### config.mk
export PLATFORM = sky130hd
export DESIGN_NAME = http_response_deframer
export DESIGN_NICKNAME = d
export VERILOG_FILES = /design/src/sv/hrd_pkg.sv /design/src/sv/hrd_scan.sv /design/src/sv/http_response_deframer.sv
export SDC_FILE = /design/constraint.sdc
export NUM_CORES = 2
export LEC_CHECK = 0
export BUFFER_PORTS_ARGS = -buffer_cell sky130_fd_sc_hd__buf_2
export CAP_MARGIN = 20
export CELL_PAD_IN_SITES_DETAIL_PLACEMENT = 0
export CELL_PAD_IN_SITES_GLOBAL_PLACEMENT = 1
export CORE_ASPECT_RATIO = 2
export CORE_MARGIN = 4
export CORE_UTILIZATION = 49
export CTS_CLUSTER_DIAMETER = 200
export CTS_CLUSTER_SIZE = 16
export DETAILED_ROUTE_END_ITERATION = 6
export GPL_ROUTABILITY_DRIVEN = 1
export HOLD_SLACK_MARGIN = 0.06
export PLACE_DENSITY_LB_ADDON = 0.2
export SLEW_MARGIN = 20
export SYNTH_ARGS = -nofsm -noshare
export SYNTH_HDL_FRONTEND = slang
export SYNTH_SLANG_ARGS = --single-unit
export TNS_END_PERCENT = 1
### constraint.sdc
create_clock -name clock -period 7 [get_ports clock]
set_input_delay 0.35 -clock clock [delete_from_list [all_inputs] [get_ports clock]]
set_output_delay 0.35 -clock clock [all_outputs]
set_load 0.02 [all_outputs]
### src/sv/hrd_pkg.sv
// ----------------------------------------------------------------------------
// hrd_pkg
// shared types, character codes and match strings of the response deframer
// ----------------------------------------------------------------------------
package hrd_pkg;

   localparam int LINE_MAX_DEF = 128;

   localparam logic [7:0] CH_LF  = 8'h0A;
   localparam logic [7:0] CH_CR  = 8'h0D;
   localparam logic [7:0] CH_SP  = 8'h20;
   localparam logic [7:0] CH_TAB = 8'h09;

   // prefix patterns, stored already folded to lower case
   localparam int PAT_CONNECT   = 0;
   localparam int PAT_HTTP      = 1;
   localparam int PAT_NOCARRIER = 2;
   localparam int PAT_ERROR     = 3;
   localparam int PAT_NOANSWER  = 4;
   localparam int PAT_CLEN      = 5;
   localparam int PAT_TENC      = 6;
   localparam int PAT_COUNT     = 7;

   localparam int CLEN_OFF = 15;
   localparam int TENC_OFF = 18;
   localparam int SENT_LEN = 12;
   localparam int CHUNKED_LEN = 7;

   localparam logic [8*18-1:0] STR_CONNECT   = "connect";
   localparam logic [8*18-1:0] STR_HTTP      = "http/";
   localparam logic [8*18-1:0] STR_NOCARRIER = "no carrier";
   localparam logic [8*18-1:0] STR_ERROR     = "error";
   localparam logic [8*18-1:0] STR_NOANSWER  = "no answer";
   localparam logic [8*18-1:0] STR_CLEN      = "content-length:";
   localparam logic [8*18-1:0] STR_TENC      = "transfer-encoding:";
   localparam logic [8*18-1:0] STR_CHUNKED   = "chunked";
   localparam logic [8*18-1:0] STR_SENT      = "\r\nNO CARRIER";

   typedef enum logic [2:0] {
      NM_STATUS = 3'b001,
      NM_DEC    = 3'b010,
      NM_HEX    = 3'b100
   } num_mode_type;

   typedef struct packed {
      logic         clear;
      logic         step;
      num_mode_type mode;
   } scan_ctrl_type;

   typedef struct packed {
      logic [PAT_COUNT-1:0] pat_ok;
      logic                 chunk_found;
      logic                 digits_seen;
      logic [31:0]          value;
   } scan_result_type;

   function automatic logic [7:0] str_at(logic [8*18-1:0] s, logic [4:0] len,
                                         logic [4:0] k);
      logic [4:0] pos;
      pos = len - 5'd1 - k;
      return s[{pos, 3'b000} +: 8];
   endfunction

   function automatic logic [7:0] fold(logic [7:0] c);
      return (c >= "A" && c <= "Z") ? c + 8'd32 : c;
   endfunction

   function automatic logic [4:0] pat_len(int p);
      case (p)
         PAT_CONNECT:   return 5'd7;
         PAT_HTTP:      return 5'd5;
         PAT_NOCARRIER: return 5'd10;
         PAT_ERROR:     return 5'd5;
         PAT_NOANSWER:  return 5'd9;
         PAT_CLEN:      return 5'd15;
         default:       return 5'd18;
      endcase
   endfunction

   function automatic logic [7:0] pat_byte(int p, logic [4:0] k);
      case (p)
         PAT_CONNECT:   return str_at(STR_CONNECT, 5'd7, k);
         PAT_HTTP:      return str_at(STR_HTTP, 5'd5, k);
         PAT_NOCARRIER: return str_at(STR_NOCARRIER, 5'd10, k);
         PAT_ERROR:     return str_at(STR_ERROR, 5'd5, k);
         PAT_NOANSWER:  return str_at(STR_NOANSWER, 5'd9, k);
         PAT_CLEN:      return str_at(STR_CLEN, 5'd15, k);
         default:       return str_at(STR_TENC, 5'd18, k);
      endcase
   endfunction

   function automatic logic [7:0] sent_byte(logic [3:0] k);
      return str_at(STR_SENT, 5'd12, {1'b0, k});
   endfunction

endpackage

### src/sv/hrd_scan.sv
// ----------------------------------------------------------------------------
// hrd_scan
// one-character-per-step line scanner: prefix matches, keyword search, number
// ----------------------------------------------------------------------------
module hrd_scan import hrd_pkg::*; #(
   parameter int IW = 7
) (
   input  logic            clock,
   input  scan_ctrl_type   ctrl,
   input  logic [IW-1:0]   idx,
   input  logic [7:0]      ch,
   output scan_result_type res
);

   typedef enum logic [3:0] {
      NS_PRE   = 4'b0001,
      NS_BLANK = 4'b0010,
      NS_DIGIT = 4'b0100,
      NS_STOP  = 4'b1000
   } num_state_type;

   logic [PAT_COUNT-1:0] ok_ff, ok_in;
   logic [2:0]           chm_ff, chm_in;
   logic                 found_ff, found_in;
   logic                 cstop_ff, cstop_in;
   num_state_type        ns_ff, ns_in;
   num_mode_type         mode_ff;
   logic [31:0]          val_ff, val_in;
   logic                 dig_ff, dig_in;

   logic [7:0]  fc;
   logic        is_dec, is_hex, is_digit, num_active;
   logic [3:0]  dval;
   logic [31:0] acc;

   always_comb begin
      fc = fold(ch);
      is_dec = (ch >= "0" && ch <= "9");
      is_hex = is_dec || (fc >= "a" && fc <= "f");
      is_digit = (mode_ff == NM_HEX) ? is_hex : is_dec;
      dval = is_dec ? 4'(ch - "0") : 4'(fc - "a" + 8'd10);
      acc = (mode_ff == NM_HEX) ? {val_ff[27:0], dval}
                                : (val_ff << 3) + (val_ff << 1) + 32'(dval);
      num_active = (mode_ff == NM_DEC) ? (idx >= IW'(CLEN_OFF)) : 1'b1;

      ok_in = ok_ff;
      chm_in = chm_ff;
      found_in = found_ff;
      cstop_in = cstop_ff;
      ns_in = ns_ff;
      val_in = val_ff;
      dig_in = dig_ff;

      if (ctrl.step) begin
         for (int p = 0; p < PAT_COUNT; p++) begin
            if (idx < IW'(pat_len(p)))
               ok_in[p] = ok_ff[p] & (fc == pat_byte(p, idx[4:0]));
         end

         // keyword search over the value of the transfer-encoding header
         if (idx >= IW'(TENC_OFF) && !cstop_ff && !found_ff) begin
            if (ch == 8'h00) begin
               cstop_in = 1'b1;
            end else if (fc == str_at(STR_CHUNKED, 5'(CHUNKED_LEN), {2'b00, chm_ff})) begin
               if (chm_ff == 3'(CHUNKED_LEN - 1)) found_in = 1'b1;
               chm_in = chm_ff + 3'd1;
            end else begin
               chm_in = (fc == "c") ? 3'd1 : 3'd0;
            end
         end

         if (num_active) begin
            case (ns_ff)
               NS_PRE: begin
                  if (ch == 8'h00) ns_in = NS_STOP;
                  else if (ch == CH_SP) ns_in = NS_BLANK;
               end
               NS_BLANK: begin
                  if (ch == CH_SP || ch == CH_TAB) begin
                     ns_in = NS_BLANK;
                  end else if (is_digit) begin
                     val_in = acc;
                     dig_in = 1'b1;
                     ns_in = NS_DIGIT;
                  end else begin
                     ns_in = NS_STOP;
                  end
               end
               NS_DIGIT: begin
                  if (is_digit) val_in = acc;
                  else ns_in = NS_STOP;
               end
               default: ns_in = NS_STOP;
            endcase
         end
      end
   end

   always_ff @(posedge clock) begin
      if (ctrl.clear) begin
         ok_ff <= '1;
         chm_ff <= '0;
         found_ff <= 1'b0;
         cstop_ff <= 1'b0;
         ns_ff <= (ctrl.mode == NM_STATUS) ? NS_PRE : NS_BLANK;
         mode_ff <= ctrl.mode;
         val_ff <= '0;
         dig_ff <= 1'b0;
      end else begin
         ok_ff <= ok_in;
         chm_ff <= chm_in;
         found_ff <= found_in;
         cstop_ff <= cstop_in;
         ns_ff <= ns_in;
         val_ff <= val_in;
         dig_ff <= dig_in;
      end
   end

   assign res.pat_ok = ok_ff;
   assign res.chunk_found = found_ff;
   assign res.digits_seen = dig_ff;
   assign res.value = val_ff;

endmodule

### src/sv/http_response_deframer.sv
// ----------------------------------------------------------------------------
// http_response_deframer
// extracts the http response body from a raw modem byte stream
// ----------------------------------------------------------------------------
// req channel: one raw modem byte per transfer on req_in_byte.
// rsp channel: one or more results per accepted byte; a byte that yields no
// body data gives a single result with rsp_byte_valid low. rsp_last_of_run
// marks the final result of a byte. phase, error code and status code show
// the state after the byte has been handled.
// header and chunk-size lines are collected in a line memory. on the line
// feed the line is walked one character at a time through the single
// scanner (memory read, then scanner step) over max(line length, 18)
// positions. req_ready is low while a byte is in work or its results wait.
// a stalled receiver simply holds the current result; nothing is dropped.
// reset (synchronous, active high) returns to waiting for the modem connect
// line with all counters cleared; the line memory needs no clearing since
// only the part below the current line length is ever read.
// ----------------------------------------------------------------------------
module http_response_deframer import hrd_pkg::*; #(
   parameter int LINE_MAX = LINE_MAX_DEF
) (
   input  logic        clock,
   input  logic        reset,
   input  logic        req_valid,
   output logic        req_ready,
   input  logic [7:0]  req_in_byte,
   output logic        rsp_valid,
   input  logic        rsp_ready,
   output logic [7:0]  rsp_body_byte,
   output logic        rsp_byte_valid,
   output logic        rsp_last_of_run,
   output logic [1:0]  rsp_phase,
   output logic [1:0]  rsp_error_code,
   output logic [15:0] rsp_http_status
);

   localparam int DEPTH = LINE_MAX - 1;
   localparam int AW = $clog2(DEPTH);
   localparam int IW = $clog2(LINE_MAX);

   // response parse phase
   typedef enum logic [10:0] {
      PP_CONNECT    = 11'b000_0000_0001,
      PP_STATUS     = 11'b000_0000_0010,
      PP_HEADERS    = 11'b000_0000_0100,
      PP_TRAILER    = 11'b000_0000_1000,
      PP_BODY_LEN   = 11'b000_0001_0000,
      PP_BODY_EOF   = 11'b000_0010_0000,
      PP_CHUNK_SIZE = 11'b000_0100_0000,
      PP_CHUNK_DATA = 11'b000_1000_0000,
      PP_CHUNK_CRLF = 11'b001_0000_0000,
      PP_DONE       = 11'b010_0000_0000,
      PP_ERROR      = 11'b100_0000_0000
   } parse_phase_type;

   // sequencer
   typedef enum logic [4:0] {
      S_IDLE    = 5'b00001,
      S_WALK_RD = 5'b00010,
      S_WALK_EV = 5'b00100,
      S_DECIDE  = 5'b01000,
      S_SEND    = 5'b10000
   } seq_state_type;

   localparam logic [1:0] ERR_REFUSED   = 2'd1;
   localparam logic [1:0] ERR_NO_STATUS = 2'd2;
   localparam logic [1:0] ERR_CHUNK     = 2'd3;

   seq_state_type   state_ff, state_in;
   parse_phase_type pp_ff, pp_in;
   logic [IW-1:0]   len_ff, len_in;
   logic [IW-1:0]   idx_ff, idx_in;
   logic [7:0]      last_ff, last_in;
   logic [15:0]     status_ff, status_in;
   logic [31:0]     blen_ff, blen_in;
   logic            lseen_ff, lseen_in;
   logic            chunked_ff, chunked_in;
   logic [31:0]     bcount_ff, bcount_in;
   logic [31:0]     crem_ff, crem_in;
   logic [3:0]      smatch_ff, smatch_in;
   logic [1:0]      fault_ff, fault_in;
   logic [3:0]      flush_ff, flush_in;   // held-back sentinel bytes to release
   logic            emitc_ff, emitc_in;   // input byte itself goes out
   logic [3:0]      k_ff, k_in;
   logic [7:0]      byte_ff, byte_in;

   logic [7:0]      mem [DEPTH];
   logic [7:0]      rdata_ff;
   logic            wr_en;

   scan_ctrl_type   sctrl;
   scan_result_type sres;
   logic [7:0]      scan_ch;

   logic            acc_in, acc_out;
   logic [3:0]      n_emit, n_res;
   logic [IW-1:0]   idx_nxt;
   logic [3:0]      m_nxt;
   logic [31:0]     crem_dec;

   assign acc_in = req_valid && req_ready;
   assign acc_out = rsp_valid && rsp_ready;
   assign idx_nxt = idx_ff + 1'b1;
   assign scan_ch = (idx_ff < len_ff) ? rdata_ff : 8'h00;

   hrd_scan #(.IW(IW)) u_scan (
      .clock(clock),
      .ctrl (sctrl),
      .idx  (idx_ff),
      .ch   (scan_ch),
      .res  (sres)
   );

   always_comb begin
      state_in = state_ff;
      pp_in = pp_ff;
      len_in = len_ff;
      idx_in = idx_ff;
      last_in = last_ff;
      status_in = status_ff;
      blen_in = blen_ff;
      lseen_in = lseen_ff;
      chunked_in = chunked_ff;
      bcount_in = bcount_ff;
      crem_in = crem_ff;
      smatch_in = smatch_ff;
      fault_in = fault_ff;
      flush_in = flush_ff;
      emitc_in = emitc_ff;
      k_in = k_ff;
      byte_in = byte_ff;
      wr_en = 1'b0;
      sctrl.clear = 1'b0;
      sctrl.step = 1'b0;
      sctrl.mode = (pp_ff == PP_HEADERS) ? NM_DEC
                 : (pp_ff == PP_CHUNK_SIZE) ? NM_HEX : NM_STATUS;
      m_nxt = smatch_ff + 4'd1;
      crem_dec = crem_ff - 32'd1;

      case (state_ff)
         S_IDLE: begin
            if (acc_in) begin
               byte_in = req_in_byte;
               flush_in = '0;
               emitc_in = 1'b0;
               k_in = '0;
               state_in = S_SEND;
               case (pp_ff)
                  PP_CONNECT, PP_STATUS, PP_HEADERS, PP_TRAILER, PP_CHUNK_SIZE: begin
                     if (req_in_byte == CH_LF) begin
                        // drop one cr just before the lf, then walk the line
                        if (len_ff != '0 && last_ff == CH_CR) len_in = len_ff - 1'b1;
                        idx_in = '0;
                        sctrl.clear = 1'b1;
                        state_in = S_WALK_RD;
                     end else if (len_ff < IW'(DEPTH)) begin
                        wr_en = 1'b1;
                        len_in = len_ff + 1'b1;
                        last_in = req_in_byte;
                     end
                  end
                  PP_BODY_LEN: begin
                     emitc_in = 1'b1;
                     bcount_in = bcount_ff + 32'd1;
                     if (bcount_in >= blen_ff) pp_in = PP_DONE;
                  end
                  PP_BODY_EOF: begin
                     if (req_in_byte == sent_byte(smatch_ff)) begin
                        if (m_nxt == 4'(SENT_LEN)) begin
                           smatch_in = '0;
                           pp_in = PP_DONE;
                        end else begin
                           smatch_in = m_nxt;
                        end
                     end else if (smatch_ff == '0) begin
                        emitc_in = 1'b1;
                     end else begin
                        // partial sentinel broken: release it and retry from start
                        flush_in = smatch_ff;
                        if (req_in_byte == CH_CR) begin
                           smatch_in = 4'd1;
                        end else begin
                           smatch_in = '0;
                           emitc_in = 1'b1;
                        end
                     end
                  end
                  PP_CHUNK_DATA: begin
                     emitc_in = 1'b1;
                     bcount_in = bcount_ff + 32'd1;
                     crem_in = crem_dec;
                     if (crem_dec == '0) pp_in = PP_CHUNK_CRLF;
                  end
                  PP_CHUNK_CRLF: begin
                     if (req_in_byte == CH_LF) begin
                        len_in = '0;
                        pp_in = PP_CHUNK_SIZE;
                     end
                  end
                  default: ;
               endcase
            end
         end
         S_WALK_RD: state_in = S_WALK_EV;
         S_WALK_EV: begin
            sctrl.step = 1'b1;
            if (idx_nxt < len_ff || idx_nxt < IW'(TENC_OFF)) begin
               idx_in = idx_nxt;
               state_in = S_WALK_RD;
            end else begin
               state_in = S_DECIDE;
            end
         end
         S_DECIDE: begin
            state_in = S_SEND;
            len_in = '0;
            case (pp_ff)
               PP_CONNECT: begin
                  if (len_ff == '0) begin
                     pp_in = PP_CONNECT;
                  end else if (sres.pat_ok[PAT_CONNECT]) begin
                     pp_in = PP_STATUS;
                  end else if (sres.pat_ok[PAT_NOCARRIER] || sres.pat_ok[PAT_ERROR] ||
                               sres.pat_ok[PAT_NOANSWER]) begin
                     fault_in = ERR_REFUSED;
                     pp_in = PP_ERROR;
                  end else if (sres.pat_ok[PAT_HTTP]) begin
                     status_in = sres.value[15:0];
                     pp_in = PP_HEADERS;
                  end
               end
               PP_STATUS: begin
                  if (sres.pat_ok[PAT_HTTP]) begin
                     status_in = sres.value[15:0];
                     pp_in = PP_HEADERS;
                  end else if (len_ff != '0) begin
                     fault_in = ERR_NO_STATUS;
                     pp_in = PP_ERROR;
                  end
               end
               PP_HEADERS: begin
                  if (len_ff != '0) begin
                     if (sres.pat_ok[PAT_CLEN]) begin
                        blen_in = sres.value;
                        lseen_in = 1'b1;
                     end else if (sres.pat_ok[PAT_TENC] && sres.chunk_found) begin
                        chunked_in = 1'b1;
                     end
                  end else if (chunked_ff) begin
                     pp_in = PP_CHUNK_SIZE;
                  end else if (lseen_ff) begin
                     pp_in = (blen_ff == '0) ? PP_DONE : PP_BODY_LEN;
                  end else begin
                     pp_in = PP_BODY_EOF;
                  end
               end
               PP_TRAILER: begin
                  if (len_ff == '0) pp_in = PP_DONE;
               end
               PP_CHUNK_SIZE: begin
                  if (len_ff != '0) begin
                     if (!sres.digits_seen) begin
                        fault_in = ERR_CHUNK;
                        pp_in = PP_ERROR;
                     end else if (sres.value == '0) begin
                        pp_in = PP_TRAILER;
                     end else begin
                        crem_in = sres.value;
                        pp_in = PP_CHUNK_DATA;
                     end
                  end
               end
               default: ;
            endcase
         end
         S_SEND: begin
            if (acc_out) begin
               if (rsp_last_of_run) state_in = S_IDLE;
               else k_in = k_ff + 4'd1;
            end
         end
         default: state_in = S_IDLE;
      endcase
   end

   // control state
   always_ff @(posedge clock) begin
      if (reset) begin
         state_ff <= S_IDLE;
         pp_ff <= PP_CONNECT;
         len_ff <= '0;
         idx_ff <= '0;
         status_ff <= '0;
         blen_ff <= '0;
         lseen_ff <= 1'b0;
         chunked_ff <= 1'b0;
         bcount_ff <= '0;
         crem_ff <= '0;
         smatch_ff <= '0;
         fault_ff <= '0;
         k_ff <= '0;
      end else begin
         state_ff <= state_in;
         pp_ff <= pp_in;
         len_ff <= len_in;
         idx_ff <= idx_in;
         status_ff <= status_in;
         blen_ff <= blen_in;
         lseen_ff <= lseen_in;
         chunked_ff <= chunked_in;
         bcount_ff <= bcount_in;
         crem_ff <= crem_in;
         smatch_ff <= smatch_in;
         fault_ff <= fault_in;
         k_ff <= k_in;
      end
   end

   // payload and line memory
   always_ff @(posedge clock) begin
      last_ff <= last_in;
      flush_ff <= flush_in;
      emitc_ff <= emitc_in;
      byte_ff <= byte_in;
      if (wr_en) mem[len_ff[AW-1:0]] <= req_in_byte;
      rdata_ff <= mem[idx_ff[AW-1:0]];
   end

   // result sequence: held-back sentinel bytes first, then the input byte
   assign n_emit = flush_ff + 4'(emitc_ff);
   assign n_res = (n_emit == '0) ? 4'd1 : n_emit;

   assign req_ready = (state_ff == S_IDLE);
   assign rsp_valid = (state_ff == S_SEND);
   assign rsp_byte_valid = (n_emit != '0);
   assign rsp_body_byte = (n_emit == '0) ? 8'h00
                        : (k_ff < flush_ff) ? sent_byte(k_ff) : byte_ff;
   assign rsp_last_of_run = (k_ff == n_res - 4'd1);
   assign rsp_phase = (pp_ff == PP_DONE) ? 2'd1 : (pp_ff == PP_ERROR) ? 2'd2 : 2'd0;
   assign rsp_error_code = fault_ff;
   assign rsp_http_status = status_ff;

endmodule

==> metrics.txt <==
status=finished, violations left; failing checks=DRC; Skew-Pair Late Insertion Delay=between 0.7 and 0.8 ns; share of cells above drive strength 1=around 15%; global-route wire length before repair=approximately 240 mm; Tightest Pin Transition=~1.1 ns; P per Cell Area=~220 nW/um^2; post-route antenna net violation count=0; NetSw=approximately 0.0031 W; Slowest cell on crit path=fa_1; # rows=between 150 and 200; Clock Pin Slew Worst Setup and Hold Paths=~0.080 ns; slowest stage delay, CP=between 0.5 and 0.6 ns; FF+latch area=between 30000 and 40000 sq um; Initial Util=49.4%; Worst Path Buf+Inv=2; Reg2Reg Depth=26; top cell type by total area after synthesis=edfxtp_1; fin crit share=91.8%; met3 wire length=approximately 6.4 mm; Die W=~250 um; total CTS buffers=88; drt pass-1 iters=7; proportion of netlist area held by the largest area contributor=about 54%; Synthesis Warnings=0; die area=~120000 sq um; Int Power=about 0.011 W; Lkg Pwr=roughly 20 nW; top-count cell post-synth=edfxtp_1; PortBufs=43; core area=roughly 120000 sq um; met2 WL=between 90 and 100 mm; filler instances=9846; part of the power in registers=approximately three fifths; initial antenna violation count=2; maximum VDD drop=between 0.00015 and 0.0002 V; cell mode on critical path=nand2_1; NumNets Final=~4300; post-synth cell types=93; DRT iter0 DRCs=2449; via count=between 30000 and 40000; Routability Congestion=around 0.9; final WL=roughly 160 mm; Chip Height=493 um; crit-path max FO=8; CP Capture Type=register; Global Route Usage Sum=about a quarter; WL/cell=28.7 um; Seq cells post-synth=~1300; io pins=44; Hold Path Cell Cnt=1; Switching Share=between 20% and 30%; Final setup viols=0; Hold Path Class=input port to register; worst path arrival time=roughly 7.0 ns; delay-heaviest family, CP=compound AO/OA/AOI/OAI gates; Comb power frac=under 10%; CTS Sinks=1251; most frequent cells after synthesis=edfxtp_1, nor2_1, mux4_2; Netlist Area Pre-Place=~58000 sq um; met1 WL=52.0 mm; kind of critical path=register to register; max capacitance violation total=0; Max H-tree Level=3; Overflow after GRT=0; Fin. Hold Viols=0; CP required=approximately 7.6 ns; Most used DFF post-synth=edfxtp_1; CTS tree=done; crit path launch type=register; synthesized instance count=4081; Layout area overhead=8.11%; CP Depth=26; Setup TNS=0 ns; Async S/R FF share, synth=0%; largest net degree at the start of global routing=90; mean post-synth cell area=around 14 sq um; unrepaired setup endpoints after global routing=no; ranking of synthesized cells by area=edfxtp_1, mux4_2, dfxtp_1; vias per cell=between 6 and 7; Final min period=approximately 6.4 ns; Clock Power Share=34.9%; footprint of the multi-input gates=between 20000 and 25000 sq um; sequential share of the synthesized area=61.7%; Max-slew headroom=between 20% and 30%; CTS max path bufs=3; post-detail-place hpwl=114 mm; f_max=156 MHz; top sig layer=met5; vias in the first global route=approximately 36000; Root Buffer=clkbuf_16; syn nets=roughly 4300; drt drc=1; worst hold slack=~0.13 ns; Slew Limit Fails=0; clk_skew=between 0.03 and 0.04 ns; # Post-CTS Setup Buffers=0; EDFF count, synth=around 1000
-- final timing paths --
path / startpoint / to / slack [ns]
max: len_ff[1] / u_scan.val_ff[30] / 0.58
min: req_in_byte[6] / mem[39][6] / 0.13
max reg2reg: len_ff[1] / u_scan.val_ff[30] / 0.58
min reg2reg: crem_ff[31] / crem_ff[31] / 0.47
-- per-stage QoR --
stage	worst slack [ns]	std cells	instance area, sq um	util, %	power (W)
2_1_floorplan	0.532	4081	57500	-	0.00878
3_3_place_gp	0.573	5524	59700	51.2	0.00915
3_5_place_dp	0.580	5524	59700	51.2	0.00916
4_1_cts	0.534	5649	62200	53.4	0.0139
5_1_grt	0.0547	5651	62200	53.4	0.0143
6_report	0.577	5653	62200	53.4	0.0138
-- kinds of logic (layout without fill, tap and decap cells) --
kind of cell | count (synthesis) | in the layout | share of synthesized area, %
flops | 1251 | 1251 | 61.7
simple gates | 1140 | 1140 | 9.57
compound gates | 662 | 662 | 7.19
mux | 389 | 389 | 13.5
buf+inv | 333 | 381 | 2.28
fa+ha+maj | 166 | 166 | 3.65
xor+xnor | 140 | 140 | 2.13
other cells | 0 | 3 | 0
-- flip-flops by register name (all words and copies together), names as in the netlist, 2 cells and up --
| signal | cells |
|---|---|
| bcount_ff | 32 |
| blen_ff | 32 |
| byte_ff | 8 |
| crem_ff | 32 |
| flush_ff | 4 |
| idx_ff | 7 |
| k_ff | 4 |
| last_ff | 8 |
| len_ff | 7 |
| mem | 1016 |
| pp_ff | 11 |
| rdata_ff | 8 |
| rsp_error_code | 2 |
| rsp_http_status | 16 |
| smatch_ff | 4 |
| state_ff | 5 |
| u_scan.chm_ff | 3 |
| u_scan.mode_ff | 3 |
| u_scan.ns_ff | 4 |
| u_scan.ok_ff | 7 |
| u_scan.val_ff | 32 |
-- cell type report --
| class | instances | share of cell area (%) |
|---|---|---|
| inverter | 106 | 0.644 |
| tap | 1521 | 3.06 |
| clock buffer | 112 | 3.69 |
| sequential | 1251 | 57.1 |
| clock inverter | 7 | 0.233 |
| antenna | 3 | 0.0121 |
| timing repair buffer | 156 | 1.77 |
| multi-input combinational | 2497 | 33.5 |
-- worst register-to-register path: cells and delay by family, from the launching register on --
kind                     cells  cell delay, ns
multiplexers                 1            0.17
AO/OA/AOI/OAI               14            3.12
AND/OR/NAND/NOR              4            0.66
XOR/XNOR                     1            0.20
adder cells (fa/ha/maj)      4            1.61
buffers and inverters        2            0.17
flip-flops                   1            0.35
-- per-layer routing --
metal  GRT usage (%)  vias to the layer above
met3            3.38                      354
met2            50.5                      983
met5               0                        -
met4            15.9                        2
met1            26.4                    18000
li1                -                    15800
-- cells in the final DEF, fill, tap and decap left out, types with 38 or more instances in the layout --
master,count
edfxtp_1,1044
nor2_1,367
mux4_2,308
nand2_1,280
a21oi_1,211
dfxtp_1,202
ha_1,163
o21ai_0,147
buf_4,115
inv_1,100
nand3_1,97
xnor2_1,91
clkbuf_16,88
mux2i_1,71
nor3_1,57
nand2b_1,55
xor2_1,49
nor4_1,46
nand4_1,45
a211oi_1,38
-- power groups by stage --
stage | combinational (W) | sequential, W | clock (W)
2_1_floorplan | 0.000503 | 0.00828 | 0
4_1_cts | 0.000871 | 0.00813 | 0.00494
5_1_grt | 0.000950 | 0.00813 | 0.00522
3_5_place_dp | 0.000865 | 0.00830 | 0
3_3_place_gp | 0.000853 | 0.00830 | 0
6_report | 0.000871 | 0.00813 | 0.00483
-- timing repair --
item / 4_1_cts / 5_1_grt
hold buffers: 6 / 0
endpoints found under the hold margin: 59 / 0
setup endpoints to repair: 0 / 1
gates resized for setup: 0 / 1
Power figures use the tool's default switching activity.
